`config.mk`:
```
export PLATFORM = sky130hd
export DESIGN_NAME = boot_trial_confirm_rollback
export DESIGN_NICKNAME = d
export VERILOG_FILES = /design/src/rtl/btcr_pkg.sv /design/src/rtl/boot_trial_confirm_rollback.sv /design/src/rtl/btcr_crc.sv
export SDC_FILE = /design/constraint.sdc
export NUM_CORES = 1
export LEC_CHECK = 0
export BUFFER_PORTS_ARGS = -buffer_cell sky130_fd_sc_hd__buf_2
export CORE_MARGIN = 5
export CORE_UTILIZATION = 30
export CTS_BUF_LIST = sky130_fd_sc_hd__clkbuf_4 sky130_fd_sc_hd__clkbuf_8 sky130_fd_sc_hd__clkbuf_16
export DETAILED_ROUTE_END_ITERATION = 6
export GPL_ROUTABILITY_DRIVEN = 1
export PLACE_DENSITY_LB_ADDON = 0.15
export SYNTH_ARGS = -nofsm -noshare
export SYNTH_HDL_FRONTEND = slang
export SYNTH_SLANG_ARGS = --single-unit
```
`constraint.sdc`:
```
create_clock -name clk -period 13.4 [get_ports clk]
set_input_delay 0.67 -clock clk [delete_from_list [all_inputs] [get_ports clk]]
set_output_delay 0.67 -clock clk [all_outputs]
set_load 0.03 [all_outputs]
```
`src/rtl/btcr_pkg.sv`:
```
// Shared constants, status codes and the CRC step function of the trial boot tracker.
package btcr_pkg;

	localparam int RECORD_BYTES_DEF = 24;
	localparam int CRC_SPAN         = 20;
	localparam int HDR_BYTES        = 24;

	localparam logic [31:0] CRC_POLY = 32'hedb88320;
	localparam logic [31:0] CRC_INIT = 32'hffffffff;

	localparam logic [7:0] MAGIC_0 = 8'h4d;
	localparam logic [7:0] MAGIC_1 = 8'h42;
	localparam logic [7:0] MAGIC_2 = 8'h54;
	localparam logic [7:0] MAGIC_3 = 8'h31;

	localparam logic [31:0] GRACE_RST     = 32'd60000;
	localparam logic [7:0]  FMT_VER_RST   = 8'd1;
	localparam logic [7:0]  CONF_CODE_RST = 8'd1;
	localparam logic [7:0]  REJ_CODE_RST  = 8'd2;

	localparam logic [1:0] REG_GRACE     = 2'd0;
	localparam logic [1:0] REG_FMT_VER   = 2'd1;
	localparam logic [1:0] REG_CONF_CODE = 2'd2;
	localparam logic [1:0] REG_REJ_CODE  = 2'd3;

	typedef logic [3:0] status_t;

	localparam status_t STS_OK          = 4'd0;
	localparam status_t STS_INVALID     = 4'd1;
	localparam status_t STS_BLOCKED     = 4'd2;
	localparam status_t STS_AUTH_FAIL   = 4'd3;
	localparam status_t STS_IDLE        = 4'd4;
	localparam status_t STS_PERSIST_ERR = 4'd5;
	localparam status_t STS_CONFIRMED   = 4'd6;
	localparam status_t STS_PENDING     = 4'd7;
	localparam status_t STS_ROLLBACK    = 4'd8;

	localparam logic KIND_BEGIN = 1'b0;
	localparam logic KIND_POLL  = 1'b1;

	// One reflected CRC-32 step over a whole byte.
	function automatic logic [31:0] crc_byte(input logic [31:0] c, input logic [7:0] d);
		logic [31:0] r;
		r = c ^ {24'd0, d};
		for (int b = 0; b < 8; b++) begin
			r = r[0] ? ((r >> 1) ^ CRC_POLY) : (r >> 1);
		end
		return r;
	endfunction

endpackage

```
`src/rtl/boot_trial_confirm_rollback.sv`:
```
// Top level of the trial boot tracker with confirm or rollback.
// A begin item and a poll that emits no record give one status transaction, and the
// block is ready again once that transaction is registered at the output.
// A poll that emits a record gives RECORD_BYTES byte transactions and one status
// transaction, one per cycle while the output is not stalled; the byte sequencer
// feeds the first CRC_SPAN bytes, one a cycle, through the CRC unit.
// Reset restores the register defaults and clears the stored trial.
module boot_trial_confirm_rollback #(
	parameter int RECORD_BYTES = btcr_pkg::RECORD_BYTES_DEF
) (
	input  logic         clk,
	input  logic         arst_n,
	input  logic         s_axis_tvalid,
	output logic         s_axis_tready,
	// try_slot, spare_slot, img_ver, min_ver, now_ms, auth_ok,
	// healthy, store_ok, zero fill
	input  logic [119:0] s_axis_tdata,
	// kind
	input  logic         s_axis_tuser,
	output logic         m_axis_tvalid,
	input  logic         m_axis_tready,
	// status, record_byte, byte_valid, reboot_request, reboot_slot, zero fill
	output logic [15:0]  m_axis_tdata,
	output logic         m_axis_tlast,
	input  logic         cfg_wen,
	input  logic [1:0]   cfg_index,
	input  logic [31:0]  cfg_data
);

	localparam int IDXW = $clog2(RECORD_BYTES);

	localparam logic [1:0] ST_IDLE  = 2'd0;
	localparam logic [1:0] ST_BYTES = 2'd1;
	localparam logic [1:0] ST_STAT  = 2'd2;

	logic [7:0]  try_slot;
	logic [7:0]  spare_slot;
	logic [31:0] img_ver;
	logic [31:0] min_ver;
	logic [31:0] now_ms;
	logic        auth_ok;
	logic        healthy;
	logic        store_ok;

	assign try_slot   = s_axis_tdata[7:0];
	assign spare_slot = s_axis_tdata[15:8];
	assign img_ver    = s_axis_tdata[47:16];
	assign min_ver    = s_axis_tdata[79:48];
	assign now_ms     = s_axis_tdata[111:80];
	assign auth_ok    = s_axis_tdata[112];
	assign healthy    = s_axis_tdata[113];
	assign store_ok   = s_axis_tdata[114];

	logic [31:0] grace_q;
	logic [7:0]  fmt_ver_q;
	logic [7:0]  conf_code_q;
	logic [7:0]  rej_code_q;

	always_ff @(posedge clk or negedge arst_n) begin
		if (!arst_n) begin
			grace_q     <= btcr_pkg::GRACE_RST;
			fmt_ver_q   <= btcr_pkg::FMT_VER_RST;
			conf_code_q <= btcr_pkg::CONF_CODE_RST;
			rej_code_q  <= btcr_pkg::REJ_CODE_RST;
		end else if (cfg_wen) begin
			case (cfg_index)
				btcr_pkg::REG_GRACE:     grace_q     <= cfg_data;
				btcr_pkg::REG_FMT_VER:   fmt_ver_q   <= cfg_data[7:0];
				btcr_pkg::REG_CONF_CODE: conf_code_q <= cfg_data[7:0];
				btcr_pkg::REG_REJ_CODE:  rej_code_q  <= cfg_data[7:0];
				default: ;
			endcase
		end
	end

	// Stored slots only ever hold 0 or 1, so one bit each suffices.
	logic        active_q;
	logic        tslot_q;
	logic        fslot_q;
	logic [31:0] iver_q;
	logic [31:0] start_q;

	logic [1:0]            state_q;
	logic [IDXW-1:0]       idx_q;
	btcr_pkg::status_t     stat_q;
	logic                  reboot_q;
	logic [7:0]            code_q;
	logic                  out_valid_q;
	logic [15:0]           out_data_q;
	logic                  out_last_q;

	logic        accept;
	logic        out_free;
	logic        pair_ok_in;
	logic        stored_ok;
	logic [31:0] deadline;
	logic        expired;
	logic [31:0] crc_val;
	logic        crc_init;
	logic        crc_en;
	logic [7:0]  rec [btcr_pkg::HDR_BYTES];
	logic [7:0]  byte_nxt;

	assign s_axis_tready = (state_q == ST_IDLE);
	assign accept        = s_axis_tvalid && s_axis_tready;
	assign out_free      = !out_valid_q || m_axis_tready;

	assign pair_ok_in = (try_slot[7:1] == 7'd0) && (spare_slot[7:1] == 7'd0)
		&& (try_slot[0] != spare_slot[0]);
	assign stored_ok  = (tslot_q != fslot_q);
	assign deadline   = start_q + grace_q;
	assign expired    = !(now_ms < deadline);

	always_comb begin
		rec[0]  = btcr_pkg::MAGIC_0;
		rec[1]  = btcr_pkg::MAGIC_1;
		rec[2]  = btcr_pkg::MAGIC_2;
		rec[3]  = btcr_pkg::MAGIC_3;
		rec[4]  = fmt_ver_q;
		rec[5]  = code_q;
		rec[6]  = {7'd0, tslot_q};
		rec[7]  = {7'd0, fslot_q};
		rec[8]  = iver_q[7:0];
		rec[9]  = iver_q[15:8];
		rec[10] = iver_q[23:16];
		rec[11] = iver_q[31:24];
		rec[12] = start_q[7:0];
		rec[13] = start_q[15:8];
		rec[14] = start_q[23:16];
		rec[15] = start_q[31:24];
		rec[16] = grace_q[7:0];
		rec[17] = grace_q[15:8];
		rec[18] = grace_q[23:16];
		rec[19] = grace_q[31:24];
		rec[20] = crc_val[7:0];
		rec[21] = crc_val[15:8];
		rec[22] = crc_val[23:16];
		rec[23] = crc_val[31:24];
	end

	assign byte_nxt = (idx_q < IDXW'(btcr_pkg::HDR_BYTES)) ? rec[idx_q[4:0]] : 8'd0;
	assign crc_init = (state_q == ST_IDLE);
	assign crc_en   = (state_q == ST_BYTES) && out_free
		&& (idx_q < IDXW'(btcr_pkg::CRC_SPAN));

	btcr_crc u_crc (
		.clk    (clk),
		.arst_n (arst_n),
		.init   (crc_init),
		.en     (crc_en),
		.data   (byte_nxt),
		.crc    (crc_val)
	);

	always_ff @(posedge clk or negedge arst_n) begin
		if (!arst_n) begin
			state_q     <= ST_IDLE;
			active_q    <= 1'b0;
			tslot_q     <= 1'b0;
			fslot_q     <= 1'b0;
			iver_q      <= '0;
			start_q     <= '0;
			idx_q       <= '0;
			stat_q      <= btcr_pkg::STS_OK;
			reboot_q    <= 1'b0;
			code_q      <= '0;
			out_valid_q <= 1'b0;
			out_last_q  <= 1'b0;
		end else begin
			if (m_axis_tready) begin
				out_valid_q <= 1'b0;
			end
			case (state_q)
				ST_IDLE: begin
					idx_q    <= '0;
					reboot_q <= 1'b0;
					if (accept) begin
						state_q <= ST_STAT;
						if (s_axis_tuser == btcr_pkg::KIND_BEGIN) begin
							if (!pair_ok_in) begin
								stat_q <= btcr_pkg::STS_INVALID;
							end else if (img_ver < min_ver) begin
								stat_q <= btcr_pkg::STS_BLOCKED;
							end else if (!auth_ok) begin
								stat_q <= btcr_pkg::STS_AUTH_FAIL;
							end else begin
								stat_q   <= btcr_pkg::STS_OK;
								tslot_q  <= try_slot[0];
								fslot_q  <= spare_slot[0];
								iver_q   <= img_ver;
								start_q  <= now_ms;
								active_q <= 1'b1;
							end
						end else if (!stored_ok) begin
							stat_q <= btcr_pkg::STS_INVALID;
						end else if (!active_q) begin
							stat_q <= btcr_pkg::STS_IDLE;
						end else if (healthy) begin
							state_q  <= ST_BYTES;
							code_q   <= conf_code_q;
							stat_q   <= store_ok ? btcr_pkg::STS_CONFIRMED
								: btcr_pkg::STS_PERSIST_ERR;
							active_q <= !store_ok;
						end else if (!expired) begin
							stat_q <= btcr_pkg::STS_PENDING;
						end else begin
							state_q  <= ST_BYTES;
							code_q   <= rej_code_q;
							stat_q   <= store_ok ? btcr_pkg::STS_ROLLBACK
								: btcr_pkg::STS_PERSIST_ERR;
							reboot_q <= store_ok;
							active_q <= !store_ok;
						end
					end
				end
				ST_BYTES: begin
					if (out_free) begin
						out_valid_q <= 1'b1;
						out_last_q  <= 1'b0;
						idx_q       <= idx_q + IDXW'(1);
						if (idx_q == IDXW'(RECORD_BYTES - 1)) begin
							state_q <= ST_STAT;
						end
					end
				end
				ST_STAT: begin
					if (out_free) begin
						out_valid_q <= 1'b1;
						out_last_q  <= 1'b1;
						state_q     <= ST_IDLE;
					end
				end
				default: state_q <= ST_IDLE;
			endcase
		end
	end

	always_ff @(posedge clk) begin
		if (out_free) begin
			if (state_q == ST_BYTES) begin
				out_data_q <= {3'b000, 1'b1, byte_nxt, btcr_pkg::STS_OK};
			end else if (state_q == ST_STAT) begin
				out_data_q <= {1'b0, reboot_q & fslot_q, reboot_q, 1'b0, 8'd0, stat_q};
			end
		end
	end

	assign m_axis_tvalid = out_valid_q;
	assign m_axis_tdata  = out_data_q;
	assign m_axis_tlast  = out_last_q;

endmodule

```
`src/rtl/btcr_crc.sv`:
```
// Byte-wise CRC-32 unit, reused for each checksummed byte of the record.
module btcr_crc (
	input  logic        clk,
	input  logic        arst_n,
	input  logic        init,
	input  logic        en,
	input  logic [7:0]  data,
	output logic [31:0] crc
);

	logic [31:0] crc_q;

	always_ff @(posedge clk or negedge arst_n) begin
		if (!arst_n) begin
			crc_q <= btcr_pkg::CRC_INIT;
		end else if (init) begin
			crc_q <= btcr_pkg::CRC_INIT;
		end else if (en) begin
			crc_q <= btcr_pkg::crc_byte(crc_q, data);
		end
	end

	assign crc = ~crc_q;

endmodule

```
Word-level counts from Yosys, hierarchy flattened
Cells that the tools add are included.
W data, S select, Z words.
Cells by class
  $add $sub $neg: 2
  $lt $le $gt $ge: 5
  eq/ne operators: 15
  muxes and demuxes: 60
  bitwise operators: 14
  reductions and logical operators: 30
Operator list (count)
  $mux W32: 10
  $not A13 Y14: 8
  $lt A32 B32 Y1: 2
  $bmux W8 S5: 1
  $mux W8: 5
  $add A32 B32 Y32: 1
  $not A32 Y32: 1
  $xor A32 B8 Y32: 1
  $mux W2: 13
  $mux W4: 6
  $mux W1: 19
  $reduce_and A6 Y1: 3
  $mux W15: 1
  $logic_not A7 Y1: 2
  $reduce_and A2 Y1: 7
  $mux W12: 1
  $lt A5 B5 Y1 const B: 2
  $ne A2 B2 Y1 const B: 5
  $pmux W5 S2: 1
  $reduce_bool A2 Y1: 5
  $eq A2 B2 Y1 const B: 3
  $ge A6 B6 Y1 const B: 1
  $not A5 Y6: 1
  $pmux W2 S3: 1
  other kinds (16): 26
Word-level totals
  bits in registers: 192
  output and inout bits: 19
  logic and storage cells: 145

Depth between registers and ports, before layout
  word-level depth: 24
  depth in mapped cells: 24
  gate-level depth less buffers: 23

Cells and area by module
Synthesis repeated with hierarchy kept, for this count alone.
Second synthesis, totals
  cells, all modules: 1136
  area total of the unflattened synthesis: 13068.8 um^2
Modules (own cells, without submodules)
  boot_trial_confirm_rollback: instances 1, cells each 929, area an instance 10781.6 um^2, seq. area each 4091.4 um^2
  btcr_crc: instances 1, cells each 207, area an instance 2287.2 um^2, seq. area each 840.8 um^2

Worst setup path before layout
No wires, ideal clock.
  path type: flip-flop to flip-flop
  start: register grace_q[0]
  end: register code_q[0]
  library setup time: 0.122 ns
  arrival: 4.953 ns
  required time: 13.278 ns
  setup slack: 8.325 ns
  stages on the path, launching flop included: 24
  buffers on the path: 1
  period minus slack after synthesis: 5.075 ns
  cell sequence: dfrtp_1 > ha_1 > inv_1 > fa_1 > nor2b_1 > o21a_1 > o21ai_0 > a21o_1 > a211oi_1 > o21ba_2 > nor3_1 > o41ai_1 > xnor2_1 > ha_1 > a21o_1 > a21o_1 > a21o_1 > a21o_1 > a21o_1 > a221o_1 > a21oi_1 > clkbuf_1 > mux2i_1 > nand2_1
On the way
  longest elaborated chain between the ends: 4
RTL lines
  from (decl): line boot_trial_confirm_rollback.sv:54  | logic [31:0] grace_q;
  from (signal assigned): line boot_trial_confirm_rollback.sv:61  | grace_q <= btcr_pkg::GRACE_RST;
  from (signal assigned): line boot_trial_confirm_rollback.sv:67  | btcr_pkg::REG_GRACE: grace_q <= cfg_data;
  $add A32 B32 Y32: line boot_trial_confirm_rollback.sv:111  | assign deadline = start_q + grace_q;
  $lt A32 B32 Y1: line boot_trial_confirm_rollback.sv:112  | assign expired = !(now_ms < deadline);
  $ne A2 B2 Y1 (no source line)
  $reduce_and A6 Y1 (no source line)
  to (signal assigned): line boot_trial_confirm_rollback.sv:200  | code_q <= conf_code_q;
  to (signal assigned): line boot_trial_confirm_rollback.sv:208  | code_q <= rej_code_q;
  to (decl): line boot_trial_confirm_rollback.sv:87  | logic [7:0] code_q;
Every way passes these cells.
A chain may end at the register's enable or synchronous reset.

Worst setup path in the final report
  start: register grace_q[0]
  end: register state_q[0]
On the way
  longest elaborated chain between the ends: 9
RTL lines
  $add A32 B32 Y32: line boot_trial_confirm_rollback.sv:111
  $lt A32 B32 Y1: line boot_trial_confirm_rollback.sv:112
  $mux W2: line boot_trial_confirm_rollback.sv:204  | end else if (!expired) begin
  $mux W2: line boot_trial_confirm_rollback.sv:198  | end else if (healthy) begin
  $mux W2: line boot_trial_confirm_rollback.sv:196  | end else if (!active_q) begin
  $mux W2: line boot_trial_confirm_rollback.sv:194  | end else if (!stored_ok) begin
  $mux W2: line boot_trial_confirm_rollback.sv:179  | if (s_axis_tuser == btcr_pkg::KIND_BEGIN) begin
  $mux W2: line boot_trial_confirm_rollback.sv:177  | if (accept) begin
  $pmux W2 S3: line boot_trial_confirm_rollback.sv:173  | case (state_q)
  to (signal assigned): line boot_trial_confirm_rollback.sv:178  | state_q <= ST_STAT;
  to (signal assigned): line boot_trial_confirm_rollback.sv:199  | state_q <= ST_BYTES;
  to (signal assigned): line boot_trial_confirm_rollback.sv:207  | state_q <= ST_BYTES;
  to (decl): line boot_trial_confirm_rollback.sv:83  | logic [1:0] state_q;
Every way passes these cells. The select of a mux whose other input is x is not followed.

==> results.py <==
metrics = {
    "power_and_ir_drop": {
        "p_seq_share_pct": 43.2,
        "share_of_total_power_consumed_by_net_switching_pct": 34.09,
        "p_leak_nw": 6.903,
        "pwr-share-clk_pct": 33.4,
        "fin_total_pwr_mw": 1.595,
        "p_int_mw": 1.051,
        "power_frac_comb_pct": 23.5,
        "worst_ir_drop_vdd_v": 0.00009182,
        "powerDensity_nw_per_um2": 108.0,
        "power.net_switching_mw": 0.5437,
    },
    "critical_path": {
        "endpoint_of_the_most_critical_register_to_register_path": "state_q[0]$_DFFE_PN0P_",
        "crit_path_top_delay_cell": "sky130_fd_sc_hd__o41ai_1",
        "critical_path.endpoint_type": "flip-flop",
        "crit_required_ps": 13760,
        "critical_path_class": "reg -> reg",
        "crit_buf_inv": 2,
        "worstRegToRegCells": 23,
        "timing.critical_path.fanout_max": 13,
        "critical_path.startpoint_type": "flip-flop",
        "timing.critical_path.max_delay_family": "compound AO/OA/AOI/OAI gates",
        "timing.critical_path.arrival_ps": 6290,
        "slowest_delay_ps": 880,
        "crit_chain": "ha_1, inv_1, fa_1, nor2b_1, o21a_1, o21ai_0, a21o_1, a211oi_1, o21ba_2, nor3_1, o41ai_1, xnor2_1, ha_1, a21o_1, a21o_1, a21o_1, a21o_1, a21o_1, a221o_1, a21oi_1, buf_4, nand2_1, a41o_1",
        "critical-path-top-cell-by-count": "sky130_fd_sc_hd__a21o_1",
        "rrSetupSlack_ps": 7470,
        "crit-reg2reg-launch": "grace_q[0]$_DFFE_PN0P_",
    },
    "cts": {
        "clock_tree.root_cell": "sky130_fd_sc_hd__clkbuf_16",
        "ctsHtreeMaxLevel": 4,
        "post_cts_resize_count": 0,
        "cts_tree": "built",
        "clock_latency_ps": 460,
        "clock_slew_seen_by_the_registers_of_the_worst_setup_and_hold_paths_ps": 80,
        "max_root_sink_buffers": 2,
        "hold_buffers": 0,
        "post-cts-setup-buffers": 0,
        "cts_made_buffers": 17,
        "cts_num_sinks": 192,
    },
    "placed_design": {
        "portBuffers": 172,
        "dp.final_hpwl_um": 29940,
        "numPlacedInstances": 1840,
        "gp_routability_congestion": 0.8434,
    },
    "drt": {
        "viasPerCell": 5.082,
        "drt_drc_violations_left": 0,
        "detailed_route_wl_um": 38450,
        "firstDrtPassIters": 5,
        "first_iter_violations": 552,
        "antenna_violating_nets_left": 0,
        "via_count": 9514,
        "wl_per_cell_um": 20.54,
    },
    "sta": {
        "fin_setup_tns_ps": 0,
        "number_of_max_slew_violations_in_the_final_report": 0,
        "timing.slew.headroom_pct": 17.71,
        "setup_viol": 0,
        "grt_setup_unrepaired": "no",
        "max_freq_mhz": 168.5,
        "timing_hold_violations_final": 0,
        "finClkSkew_ps": 13.69,
        "final_period_minus_worst_setup_slack_ps": 5935,
        "worstMarginPinSlew_ps": 1233,
        "final_min_period_over_clock_period_pct": 44.29,
    },
    "floorplanning": {
        "initial_core_utilization_pct": 30.42,
        "placementRows": 75,
        "boundaryPins": 179,
        "floorplan.die.height_um": 216.7,
        "fp.coreArea_sq_um": 42130,
        "die_width_um": 216.7,
        "dieArea_sq_um": 46960,
    },
    "finish": {
        "fill_cells": 4277,
        "drive_above_1_share_pct": 32.18,
        "nets": 1582,
        "syn_to_final_growth_pct": 15.19,
        "final_util_pct": 35.04,
        "final-instance-count-excl-fill": 1872,
        "diodes": 0,
    },
    "yosys": {
        "share_of_yosys_cell_area_claimed_by_the_top_area_cell_type_pct": 26.36,
        "synthesis.area_per_instance_sq_um": 10.98,
        "synth_fp_nets": 1429,
        "postSynthCellCount": 1167,
        "synth.lib_cells_used.distinct": 75,
        "postSynth.topFlopCell": "sky130_fd_sc_hd__dfrtp_1",
        "yosysWarningCount": 0,
        "synth_most_common_cell": "sky130_fd_sc_hd__dfrtp_1",
        "ys_async_sr_fraction_pct": 92.19,
        "synth_top_area_cell": "sky130_fd_sc_hd__dfrtp_1",
        "synth-seq-cells": 192,
        "netlist_top_cells_area": "sky130_fd_sc_hd__dfrtp_1, sky130_fd_sc_hd__mux2_2, sky130_fd_sc_hd__ha_1",
        "count_of_flip_flops_with_a_built_in_enable_after_synthesis": 15,
        "fraction_of_the_yosys_area_taken_by_sequential_cells_pct": 38.48,
        "yosys-top-cells-count": "sky130_fd_sc_hd__dfrtp_1, sky130_fd_sc_hd__mux2_2, sky130_fd_sc_hd__ha_1",
        "synth_area_sq_um": 12820,
    },
    "job": {
        "number_of_maximum_capacitance_violations": 0,
    },
    "global_route": {
        "grt_pass1_vias": 9853,
        "antenna_found_initial": 0,
        "grt_max_degree": 67,
        "grt_pass1_wl_um": 59720,
        "grt_util_all_layers_pct": 16.48,
        "grt_overflow": 0,
    },
    "run_status": {
        "status": "finished, final reports clean",
    },
    "hold_path": {
        "worst_hold_path_type": "in -> async",
    },
}
-- layer usage --
layer	global-route usage, %	part of all wire, %
met5	0	0
met1	22.86	48
met4	4.600	2.2
met3	3.000	3.3
met2	26.54	47
-- power by group through the flow --
stage	sequential (mW)	clock, mW	combinational [mW]
after floorplan	0.711	0	0.221
final	0.688	0.532	0.375
after detailed placement	0.701	0	0.379
after CTS	0.690	0.553	0.381
after global routing	0.694	0.569	0.420
after global placement	0.700	0	0.374
-- cell usage in the layout (no fill, tap or decap), drive strengths merged, types with 28 or more instances in the layout --
cell / netlist / final
a21o: 48 / 48
xor2: 33 / 33
o21ai: 40 / 40
inv: 53 / 61
xnor2: 67 / 67
mux2: 128 / 128
nor2: 46 / 46
a21oi: 64 / 64
buf: 17 / 181
o211ai: 28 / 28
dfrtp: 135 / 135
ha: 101 / 101
nand2: 77 / 77
dfstp: 42 / 42
-- worst max-delay path by stage --
| stage | startpoint | to | slack, ps | cells past startpoint |
|---|---|---|---|---|
| finish | grace_q[0]$_DFFE_PN0P_ | state_q[0]$_DFFE_PN0P_ | 7470 | 23 |
| CTS | grace_q[0]$_DFFE_PN0P_ | state_q[0]$_DFFE_PN0P_ | 7500 | 23 |
| detailed placement | grace_q[0]$_DFFE_PN0P_ | state_q[0]$_DFFE_PN0P_ | 7560 | 23 |
| floorplan | grace_q[0]$_DFFE_PN0P_ | code_q[0]$_DFFE_PN0P_ | 8320 | 23 |
| global placement | grace_q[0]$_DFFE_PN0P_ | state_q[0]$_DFFE_PN0P_ | 7560 | 23 |
| global route | grace_q[0]$_DFFE_PN0P_ | state_q[0]$_DFFE_PN0P_ | 7020 | 23 |
-- stage by stage --
stage | setup slack [ps] | hold slack, ps | area (sq um)
after CTS | 7502 | 151.9 | 14760
after floorplan | 8325 | 374.4 | 12820
after detailed placement | 7558 | 474.9 | 14170
after global routing | 7020 | 176.4 | 14760
after global placement | 7557 | 465.3 | 14170
final | 7465 | 159.9 | 14760
-- worst reg2reg max path, delay by kind of cell, from the launching register on --
family	cells	cell delay (ps)
xor+xnor	1	160
buf+inv	2	340
flops	1	420
simple gates	3	450
fa+ha+maj	3	920
compound gates	14	3550
-- cell families after synthesis --
kind of cell	Yosys count	share of synthesized area, %
other	1	0.02926
xor gates and xnor gates	100	7.565
adders and majority gates	102	10.02
and+or+nand+nor	240	9.313
AOI/OAI and AO/OA	256	13.23
buffers and inverters	100	3.661
muxes	176	17.71
DFF	192	38.48
-- cell type report --
| type | instances | area (sq um) | area share [%] |
|---|---|---|---|
| clock buffer | 18 | 439.2 | 2.975 |
| timing repair buffer | 181 | 934.6 | 6.330 |
| inverter | 53 | 198.9 | 1.347 |
| multi-input combinational | 875 | 7427 | 50.30 |
| sequential | 192 | 4935 | 33.42 |
| tap | 539 | 674.4 | 4.568 |
| clock inverter | 14 | 155.1 | 1.051 |
-- sequential cells by signal (all words and copies together) (netlist names) --
signal         flops
u_crc.crc_q       32
reboot_q           1
m_axis_tlast       1
idx_q              5
start_q           32
fmt_ver_q          8
conf_code_q        8
stat_q             4
m_axis_tdata      15
rej_code_q         8
code_q             8
tslot_q            1
m_axis_tvalid      1
fslot_q            1
iver_q            32
grace_q           32
state_q            2
active_q           1
Power figures use the tool's default switching activity.
